**src/hdl/ssup_pkg.sv**
```systemverilog
package ssup_pkg;

   // Reset value of the watchdog timeout register
   localparam logic [15:0] WATCHDOG_RESET_MS = 16'd120;

   // Command codes carried by a request
   typedef enum logic [1:0] {
      CMD_NONE    = 2'd0,
      CMD_ARM     = 2'd1,
      CMD_DISARM  = 2'd2,
      CMD_SETMODE = 2'd3
   } cmd_type;

   // Supervisor state, one-hot
   typedef enum logic [3:0] {
      ST_DISARMED = 4'b0001,
      ST_ARMED    = 4'b0010,
      ST_RUNNING  = 4'b0100,
      ST_FAULT    = 4'b1000
   } state_type;

   // Reported state codes
   localparam logic [1:0] CODE_DISARMED = 2'd0;
   localparam logic [1:0] CODE_ARMED    = 2'd1;
   localparam logic [1:0] CODE_RUNNING  = 2'd2;
   localparam logic [1:0] CODE_FAULT    = 2'd3;

   // Mode values
   localparam logic RUN_MANUAL = 1'b0;
   localparam logic RUN_AUTO   = 1'b1;

   // Held supervisor context
   typedef struct packed {
      state_type   state;
      logic        mode;
      logic [31:0] last_beat_ms;
      logic        estop_seen;
   } sup_ctx_type;

   // One request as held in the input register
   typedef struct packed {
      logic [31:0] now_ms;
      cmd_type     cmd;
      logic        mode_value;
      logic        estop_level;
      logic        heartbeat_seen;
      logic [31:0] heartbeat_time_ms;
   } req_type;

   // One result
   typedef struct packed {
      logic [1:0] sys_state;
      logic       run_mode;
      logic       state_moved;
      logic       mode_moved;
      logic       cmd_done;
      logic       stop_and_center;
      logic       emergency;
      logic       estop_pressed;
      logic       stop_released;
      logic       watchdog_fired;
   } rsp_type;

   // Map the one-hot state onto its reported code
   function automatic logic [1:0] state_code(input state_type st);
      logic [1:0] code;
      unique case (st)
         ST_DISARMED: code = CODE_DISARMED;
         ST_ARMED:    code = CODE_ARMED;
         ST_RUNNING:  code = CODE_RUNNING;
         ST_FAULT:    code = CODE_FAULT;
         default:     code = CODE_FAULT;
      endcase
      return code;
   endfunction

endpackage

```
**src/hdl/ssup_step.sv**
```systemverilog
module ssup_step
   import ssup_pkg::*;
(
   input  req_type     req,
   input  sup_ctx_type ctx,
   input  logic [15:0] timeout_ms,
   output sup_ctx_type ctx_next,
   output rsp_type     rsp
);

   logic [31:0] beat_ms;
   state_type   st_cmd;
   logic        mode_cmd;
   logic [31:0] beat_cmd;
   logic        mode_chg;
   logic        done;
   logic        stop_ctr;
   state_type   st_stop;
   logic        seen_next;
   logic        pressed;
   logic        released;
   logic [31:0] age_ms;
   logic        beat_held;
   logic        fired;
   state_type   st_wd;
   state_type   st_final;

   // Take the heartbeat timestamp
   assign beat_ms = req.heartbeat_seen ? req.heartbeat_time_ms : ctx.last_beat_ms;

   // Apply the command
   always_comb begin
      st_cmd   = ctx.state;
      mode_cmd = ctx.mode;
      beat_cmd = beat_ms;
      mode_chg = 1'b0;
      done     = 1'b0;
      stop_ctr = 1'b0;
      unique case (req.cmd)
         CMD_NONE: begin
         end
         CMD_ARM: begin
            if (ctx.state == ST_DISARMED) begin
               st_cmd   = ST_ARMED;
               beat_cmd = req.now_ms;
               done     = 1'b1;
            end
         end
         CMD_DISARM: begin
            if (ctx.state != ST_DISARMED) begin
               st_cmd   = ST_DISARMED;
               stop_ctr = 1'b1;
               done     = 1'b1;
            end
         end
         CMD_SETMODE: begin
            if (req.mode_value != ctx.mode) begin
               mode_cmd = req.mode_value;
               if (req.mode_value == RUN_AUTO) begin
                  beat_cmd = 32'd0;
               end
               mode_chg = 1'b1;
               done     = 1'b1;
            end
         end
         default: begin
         end
      endcase
   end

   // Detect emergency-stop edges; a press forces fault
   always_comb begin
      st_stop   = st_cmd;
      seen_next = ctx.estop_seen;
      pressed   = 1'b0;
      released  = 1'b0;
      if (req.estop_level && !ctx.estop_seen) begin
         seen_next = 1'b1;
         pressed   = 1'b1;
         st_stop   = ST_FAULT;
      end else if (!req.estop_level && ctx.estop_seen) begin
         seen_next = 1'b0;
         released  = 1'b1;
      end
   end

   // Heartbeat age, modulo 2^32
   assign age_ms    = req.now_ms - beat_cmd;
   assign beat_held = (beat_cmd != 32'd0);

   // Watchdog check in auto mode
   assign fired = (mode_cmd == RUN_AUTO) && (st_stop != ST_DISARMED) && beat_held &&
                  (age_ms > {16'd0, timeout_ms});
   assign st_wd = fired ? ST_FAULT : st_stop;

   // Promote armed to running
   always_comb begin
      st_final = st_wd;
      if (st_wd == ST_ARMED) begin
         if (mode_cmd == RUN_AUTO) begin
            if (beat_held && (age_ms < {16'd0, timeout_ms})) begin
               st_final = ST_RUNNING;
            end
         end else begin
            st_final = ST_RUNNING;
         end
      end
   end

   // Collect next context and result
   always_comb begin
      ctx_next.state        = st_final;
      ctx_next.mode         = mode_cmd;
      ctx_next.last_beat_ms = beat_cmd;
      ctx_next.estop_seen   = seen_next;

      rsp.sys_state       = state_code(st_final);
      rsp.run_mode        = mode_cmd;
      rsp.state_moved     = (st_final != ctx.state);
      rsp.mode_moved      = mode_chg;
      rsp.cmd_done        = done;
      rsp.stop_and_center = stop_ctr;
      rsp.emergency       = pressed | fired;
      rsp.estop_pressed   = pressed;
      rsp.stop_released   = released;
      rsp.watchdog_fired  = fired;
   end

endmodule

```
**src/hdl/safety_supervisor_fsm.sv**
```systemverilog
// An accepted request reaches its response through the input register, then the response register.
// Throughput: one request per cycle unless the response stalls; the supervisor context updates in
// the same cycle that a response register is loaded, so consecutive requests follow back to back.
// Reset (synchronous, active high): state armed, mode manual, no heartbeat held,
// emergency stop released, watchdog timeout 120 ms, both stages empty.
module safety_supervisor_fsm
   import ssup_pkg::*;
(
   input  logic        clock,
   input  logic        reset,

   input  logic        csr_wr_en,
   input  logic [15:0] csr_wr_data,

   input  logic        req_valid,
   output logic        req_stall,
   input  logic [31:0] req_now_ms,
   input  logic [1:0]  req_cmd,
   input  logic        req_mode_value,
   input  logic        req_estop_level,
   input  logic        req_heartbeat_seen,
   input  logic [31:0] req_heartbeat_time_ms,

   output logic        rsp_valid,
   input  logic        rsp_stall,
   output logic [1:0]  rsp_sys_state,
   output logic        rsp_sys_mode,
   output logic        rsp_state_changed,
   output logic        rsp_mode_changed,
   output logic        rsp_cmd_done,
   output logic        rsp_stop_and_center,
   output logic        rsp_emergency,
   output logic        rsp_estop_pressed,
   output logic        rsp_estop_released,
   output logic        rsp_watchdog_fired
);

   logic [15:0] timeout_ff;
   logic        req_valid_ff;
   req_type     req_ff;
   logic        rsp_valid_ff;
   rsp_type     rsp_ff;
   sup_ctx_type ctx_ff;
   sup_ctx_type ctx_in;
   rsp_type     rsp_in;
   logic        advance;
   logic        load_req;

   // Stage handshake
   assign advance   = req_valid_ff && (!rsp_valid_ff || !rsp_stall);
   assign load_req  = !req_valid_ff || advance;
   assign req_stall = !load_req;

   // Hold the watchdog timeout
   always_ff @(posedge clock) begin
      if (reset) begin
         timeout_ff <= WATCHDOG_RESET_MS;
      end else if (csr_wr_en) begin
         timeout_ff <= csr_wr_data;
      end
   end

   // Capture the request
   always_ff @(posedge clock) begin
      if (reset) begin
         req_valid_ff <= 1'b0;
      end else if (load_req) begin
         req_valid_ff <= req_valid;
      end
   end

   always_ff @(posedge clock) begin
      if (load_req && req_valid) begin
         req_ff.now_ms            <= req_now_ms;
         req_ff.cmd               <= cmd_type'(req_cmd);
         req_ff.mode_value        <= req_mode_value;
         req_ff.estop_level       <= req_estop_level;
         req_ff.heartbeat_seen    <= req_heartbeat_seen;
         req_ff.heartbeat_time_ms <= req_heartbeat_time_ms;
      end
   end

   // Evaluate one tick
   ssup_step u_step (
      .req        (req_ff),
      .ctx        (ctx_ff),
      .timeout_ms (timeout_ff),
      .ctx_next   (ctx_in),
      .rsp        (rsp_in)
   );

   // Advance the supervisor context
   always_ff @(posedge clock) begin
      if (reset) begin
         ctx_ff.state        <= ST_ARMED;
         ctx_ff.mode         <= RUN_MANUAL;
         ctx_ff.last_beat_ms <= 32'd0;
         ctx_ff.estop_seen   <= 1'b0;
      end else if (advance) begin
         ctx_ff <= ctx_in;
      end
   end

   // Load the response register; drop valid once taken
   always_ff @(posedge clock) begin
      if (reset) begin
         rsp_valid_ff <= 1'b0;
      end else if (advance) begin
         rsp_valid_ff <= 1'b1;
      end else if (!rsp_stall) begin
         rsp_valid_ff <= 1'b0;
      end
   end

   always_ff @(posedge clock) begin
      if (advance) begin
         rsp_ff <= rsp_in;
      end
   end

   assign rsp_valid           = rsp_valid_ff;
   assign rsp_sys_state       = rsp_ff.sys_state;
   assign rsp_sys_mode        = rsp_ff.run_mode;
   assign rsp_state_changed   = rsp_ff.state_moved;
   assign rsp_mode_changed    = rsp_ff.mode_moved;
   assign rsp_cmd_done        = rsp_ff.cmd_done;
   assign rsp_stop_and_center = rsp_ff.stop_and_center;
   assign rsp_emergency       = rsp_ff.emergency;
   assign rsp_estop_pressed   = rsp_ff.estop_pressed;
   assign rsp_estop_released  = rsp_ff.stop_released;
   assign rsp_watchdog_fired  = rsp_ff.watchdog_fired;

endmodule
```
**config.mk**
```make
export PLATFORM = sky130hd
export DESIGN_NAME = safety_supervisor_fsm
export DESIGN_NICKNAME = d
export VERILOG_FILES = /design/src/hdl/ssup_pkg.sv /design/src/hdl/ssup_step.sv /design/src/hdl/safety_supervisor_fsm.sv
export SDC_FILE = /design/constraint.sdc
export NUM_CORES = 1
export LEC_CHECK = 0
export BUFFER_PORTS_ARGS = -buffer_cell sky130_fd_sc_hd__buf_2
export CAP_MARGIN = 25
export CORE_UTILIZATION = 35
export CTS_CLUSTER_SIZE = 28
export DETAILED_ROUTE_END_ITERATION = 16
export HOLD_SLACK_MARGIN = 0.05
export PLACE_DENSITY = 0.56
export SLEW_MARGIN = 10
export SYNTH_ARGS = -nofsm -noshare
export SYNTH_HDL_FRONTEND = slang
export SYNTH_SLANG_ARGS = --single-unit
```
**constraint.sdc**
```tcl
create_clock -name clock -period 7.3 [get_ports clock]
set_input_delay 0.365 -clock clock [delete_from_list [all_inputs] [get_ports clock]]
set_output_delay 0.365 -clock clock [all_outputs]
set_load 0.03 [all_outputs]
```
### Yosys cells after proc, flatten, opt, wreduce, memory -nomap -nowiden

Index checks and enable logic that the tools add are counted.
Widths: inputs -> output; s select.

| storage, ports and cells | value |
|---|---|
| output and inout bits | 13 |
| input port bits | 90 |
| logic and storage cells | 85 |
| bits in registers | 136 |

| cells by class | value |
|---|---|
| add/subtract/negate cells | 1 |
| muxes and demuxes | 26 |
| magnitude comparators | 2 |
| bitwise gates (word level) | 1 |
| eq/ne operators | 13 |
| reductions and logical operators | 19 |

Operator list:

| cell | count |
|---|---|
| $mux 32 | 4 |
| $pmux 32 s2 | 1 |
| $gt 32x16->1 | 1 |
| $lt 32x16->1 | 1 |
| $reduce_bool 32->1 | 1 |
| $sub 32x32->32 | 1 |
| $mux 4 | 7 |
| $mux 1 | 11 |
| $eq 4x1->1 const B | 2 |
| $eq 4x2->1 const B | 2 |
| $logic_and 1x1->1 | 8 |
| $ne 4x1->1 const B | 2 |
| $pmux 4 s2 | 1 |
| $logic_not 1->1 | 6 |
| $pmux 2 s3 | 1 |
| $eq 2x2->1 const B | 2 |
| $eq 4x3->1 const B | 1 |
| $ne 4x4->1 | 1 |
| $pmux 1 s3 | 1 |
| $eq 2x1->1 const B | 1 |
| $logic_or 1x1->1 | 2 |
| $ne 2x1->1 const B | 1 |
| $reduce_and 2->1 | 1 |
| $reduce_bool 2->1 | 1 |
| other kinds (2) | 2 |

### Depth between registers and ports, before layout

| logic depth | value |
|---|---|
| depth in word-level cells | 14 |
| depth in mapped cells | 27 |
| gate-level depth less buffers | 26 |

### By module

From an unflattened synthesis, not the netlist that was laid out.

| unflattened totals | value |
|---|---|
| cells, all modules | 922 |
| area, all modules | 8763.4 um2 |

By module, submodules not included:

| module | instances | cells each | area each (um2) |
|---|---|---|---|
| safety_supervisor_fsm | 1 | 306 | 4737.0 |
| ssup_step | 1 | 616 | 4026.4 |

### Worst setup path after synthesis

OpenSTA, ideal clock, no wires.

| timing | value |
|---|---|
| path type | register to register |
| start | reg req_ff[32] (netlist bit) |
| end | reg rsp_ff, in the netlist rsp_state_changed, data pin |
| arrival | 5.093 ns |
| path buffers | 4 |
| required time | 7.029 ns |
| slack | 1.936 ns |
| stages on the path, launching flop included | 21 |
| clock period less this slack | 5.364 ns |
| path through | edfxtp_1 buf_2 buf_1 clkbuf_1 clkbuf_1 mux2i_1 nor2_1 a21oi_1 ha_1 a21oi_1 o211ai_1 a221oi_1 nand2b_1 a21oi_1 o21ai_0 a2111oi_0 and4_1 a31oi_4 nor4_4 xnor2_1 o221ai_1 |

RTL lines:

| item | RTL line | text |
|---|---|---|
| start: declaration | safety_supervisor_fsm.sv:40 | `req_type req_ff;` |
| end signal: assignment | safety_supervisor_fsm.sv:117 | `rsp_ff <= rsp_in;` |
| end: declaration | safety_supervisor_fsm.sv:42 | `rsp_type rsp_ff;` |

==> impl_metrics.yaml <==
cts:
  clkSlewWorstSetupHoldPaths_ns: 0.06
  cts-root-buf: "sky130_fd_sc_hd__clkbuf_16"
  cts_hold_repair.buffers: 0
  tritoncts.num_buffers: 17
  ctsLongestPathBuffers: 2
  cts_post_setup_buffers_inserted: 0
  clkLatencyLatePin_ns: 0.43
  clock_sinks: 136
  post_cts_resized: 0
  cts_htree_levels: 4
  cts_tree: "yes"
global_routing:
  initial_antenna_violation_count: 0
  groute.layer.met2.usage_pct: 31.7
  vias_in_the_first_global_route: 6320
  grt_busiest_layer: "met2"
  grt_pass1_wl_um: 35400
  groute.layer.met1.usage_pct: 26.6
  global_route.overflow_total: 0
  grt_max_degree: 70
  globalRouteMet3Util_pct: 3.97
  globalRouteTotalUtil_pct: 19.7
logic_synthesis:
  share_of_flip_flops_with_an_asynchronous_set_or_reset_pct: 0
  postSynthNetCount: 979
  register_area_share_after_synthesis_pct: 44.0
  unique_masters_post_synth: 68
  synth.ff_latch_count: 136
  number_of_instances_in_the_synthesized_netlist: 833
  yosysWarnings: 0
  avgSynthCellArea_um2: 9.60
  synth_enable_flop_cells: 80
  synth_area_um2: 8000
  dominant_register_cell_in_the_synthesized_netlist: "sky130_fd_sc_hd__edfxtp_1"
detailed_routing:
  detail_route.first_pass.iterations: 5
  detail_route.vias_per_cell: 5.54
  wl_per_cell_um: 18.4
  drtAntennaViolNets: 0
  drt_drc_violations_left: 0
  totalWireLength_um: 22300
  dr_total_vias: 6728
  number_of_violations_reported_at_the_end_of_detailed_routing_iteration_0: 542
cells_and_area:
  share_of_layout_cells_above_drive_strength_1_pct: 16.6
  final_core_utilization_pct: 42.2
  nFillCells: 2176
  final_nets: 1067
  insertedDiodeCount: 0
  layout-area-overhead-vs-synth_pct: 16.5
timing:
  worstMarginPinSlew_ns: 0.940
  timing.clock.skew_ns: 0.0104
  timing.fmax_mhz: 153
  timing.final.crit_period_ns: 6.56
  period_share_pct: 89.8
  timing.setup.tns_ns: 0
  setup_repair_after_global_routing_missed_its_margin: "no"
  report.final.hold_viol_count: 0
  timing_max_transition_violations_final: 0
  final.hold.worst_slack_ns: 0.101
  timing.max_slew.rel_slack_pct: 37.3
  setup_violations: 0
floorplanning:
  dieArea_um2: 23500
  placementRows: 54
  core_area_um2: 22100
  top_level_ports: 103
  floorplan.die.width_um: 153
  die_h_um: 153
  initial_core_util_pct: 36.2
place:
  number_of_port_buffers: 102
  rd_place_congestion: 0.892
  hpwl_detailed_um: 16500
critical_path:
  critical_path_data_required_time_ns: 7.48
  start_kind: "register"
  timing.critical_path.arrival_ns: 6.73
  crit_path_end_kind: "register"
  critical_path_class: "reg -> reg"
  timing.critical_path.fanout_max: 16
pwr:
  ir_drop_uv: 140
  cellPowerDensity_nw_per_um2: 245
  p_leak_nw: 3.76
job:
  maxCapViolCount: 0
worst_hold_path:
  worstHoldPathType: "in -> reg"
status:
  status: "completed"
-- state kept, by name, summed over array words and instances (netlist names), 2 cells and up --
register,count
rsp_sys_state,2
ctx_ff,38
timeout_ff,16
req_ff,69
-- kinds of logic after synthesis --
family | after synthesis | synth area share, %
muxes | 53 | 6.77
AOI/OAI and AO/OA | 245 | 19.8
xor gates and xnor gates | 23 | 2.52
and+or+nand+nor | 243 | 14.3
buffers and inverters | 77 | 3.71
adders and majority gates | 56 | 8.85
DFF | 136 | 44.0
-- synth_stat cells, types with 6 or more instances --
master                     instances  area share, %
sky130_fd_sc_hd__a31oi_1           6           0.47
sky130_fd_sc_hd__nand3_1          10           0.63
sky130_fd_sc_hd__a21o_1           11            1.0
sky130_fd_sc_hd__mux2i_1          44            5.5
sky130_fd_sc_hd__dfxtp_1          56             14
sky130_fd_sc_hd__nor3_1            6           0.38
sky130_fd_sc_hd__nand2b_1          7           0.55
sky130_fd_sc_hd__edfxtp_1         80             30
sky130_fd_sc_hd__xnor2_1          15            1.6
sky130_fd_sc_hd__nand2_1          65            3.1
sky130_fd_sc_hd__nor4_1           15            1.2
sky130_fd_sc_hd__nor2_1           92            4.3
sky130_fd_sc_hd__o21ai_0          28            1.8
sky130_fd_sc_hd__a22oi_1           7           0.66
sky130_fd_sc_hd__nor2b_1           9           0.70
sky130_fd_sc_hd__xor2_1            8           0.88
sky130_fd_sc_hd__nand4_1          16            1.3
sky130_fd_sc_hd__inv_1            33            1.5
sky130_fd_sc_hd__o211ai_1         18            1.7
sky130_fd_sc_hd__a21oi_1          84            5.3
sky130_fd_sc_hd__ha_1             55            8.6
sky130_fd_sc_hd__a211oi_1         36            3.4
sky130_fd_sc_hd__clkbuf_1         36            1.7
sky130_fd_sc_hd__o21ai_1          11           0.69
-- path summary, 6_finish.rpt --
check | from | end | slack (ns) | depth (start not counted)
max | req_ff[36] | rsp_sys_state[0] | 0.74 | 24
min | req_now_ms[22] | req_ff[59] | 0.10 | 1
max reg2reg | req_ff[36] | rsp_sys_state[0] | 0.74 | 24
min reg2reg | timeout_ff[6] | timeout_ff[6] | 0.49 | 2
-- layout by cell type (no fill, tap or decap), types with 3 or more instances in the layout --
master                      instances
sky130_fd_sc_hd__o21a_1             5
sky130_fd_sc_hd__xnor2_1           15
sky130_fd_sc_hd__edfxtp_1          80
sky130_fd_sc_hd__nand4_1           16
sky130_fd_sc_hd__o21ai_1           11
sky130_fd_sc_hd__o211ai_1          18
sky130_fd_sc_hd__clkinv_2           4
sky130_fd_sc_hd__nand3_1           10
sky130_fd_sc_hd__dfxtp_1           56
sky130_fd_sc_hd__nor2b_1            8
sky130_fd_sc_hd__nand2_1           65
sky130_fd_sc_hd__ha_1              55
sky130_fd_sc_hd__o22a_1             5
sky130_fd_sc_hd__and3_1             4
sky130_fd_sc_hd__buf_4              7
sky130_fd_sc_hd__mux2_1             4
sky130_fd_sc_hd__nand2b_1           7
sky130_fd_sc_hd__a22oi_1            7
sky130_fd_sc_hd__buf_2            102
sky130_fd_sc_hd__nor2_1            92
sky130_fd_sc_hd__a21o_1            11
sky130_fd_sc_hd__clkinv_4           4
sky130_fd_sc_hd__or3_1              5
sky130_fd_sc_hd__inv_1             33
sky130_fd_sc_hd__nor3_1             6
sky130_fd_sc_hd__o31ai_1            3
sky130_fd_sc_hd__o2111ai_1          4
sky130_fd_sc_hd__mux2i_1           44
sky130_fd_sc_hd__clkbuf_16         17
sky130_fd_sc_hd__o21ai_0           28
sky130_fd_sc_hd__a21oi_1           84
sky130_fd_sc_hd__a31oi_1            6
sky130_fd_sc_hd__mux2_2             5
sky130_fd_sc_hd__a211oi_1          36
sky130_fd_sc_hd__xor2_1             8
sky130_fd_sc_hd__nor4_1            15
-- worst max-delay path, stage by stage (launching register included) --
cell	delay (ns)
sky130_fd_sc_hd__edfxtp_1	0.41
sky130_fd_sc_hd__inv_1	0.10
sky130_fd_sc_hd__ha_1	0.57
sky130_fd_sc_hd__mux2_2	0.49
sky130_fd_sc_hd__nor2_1	0.09
sky130_fd_sc_hd__a21oi_1	0.35
sky130_fd_sc_hd__inv_1	0.12
sky130_fd_sc_hd__fa_1	0.44
sky130_fd_sc_hd__nand2b_1	0.18
sky130_fd_sc_hd__a21oi_1	0.36
sky130_fd_sc_hd__o211ai_1	0.20
sky130_fd_sc_hd__o31ai_1	0.58
sky130_fd_sc_hd__xor2_1	0.26
sky130_fd_sc_hd__ha_1	0.28
sky130_fd_sc_hd__nand4_1	0.12
sky130_fd_sc_hd__nor2_1	0.09
sky130_fd_sc_hd__a21oi_1	0.14
sky130_fd_sc_hd__o211ai_1	0.10
sky130_fd_sc_hd__a31oi_1	0.31
sky130_fd_sc_hd__nand3_1	0.16
sky130_fd_sc_hd__nor2_1	0.11
sky130_fd_sc_hd__nand3_1	0.10
sky130_fd_sc_hd__a211oi_2	0.35
sky130_fd_sc_hd__a21oi_1	0.10
sky130_fd_sc_hd__o31a_1	0.29
-- metrics by stage --
step           power (mW)  instance area [um^2]  instances  setup WS, ns
3_3_place_gp         1.46                  8760       1182         0.830
2_1_floorplan        1.31                  8000        833          1.94
5_1_grt              2.41                  9320       1214         0.257
3_5_place_dp         1.46                  8760       1182         0.794
6_report             2.29                  9320       1214         0.744
4_1_cts              2.31                  9320       1214         0.755
-- power breakdown --
part           internal [mW]  switching [mW]  leakage (nW)
combinational          0.221           0.336          2.26
clock                  0.472           0.361         0.270
sequential             0.864          0.0329          1.24
-- final cells by class --
class                      count  area [um^2]  area share, %
clock buffer                  19          433           4.64
clock inverter                13          124           1.33
inverter                      37          140           1.50
multi-input combinational    620         4190           44.9
sequential                   136         3520           37.8
tap                          280          350           3.76
timing repair buffer         109          563           6.04
-- per-layer routing --
metal | part of all wire [%] | vias up | wire length [um]
met4 | 1.7 | 0 | 376
li1 | - | 3297 | -
met2 | 47 | 206 | 10500
met5 | 0 | - | 0
met1 | 46 | 3194 | 10400
met3 | 4.7 | 31 | 1060
Power figures use the tool's default switching activity.
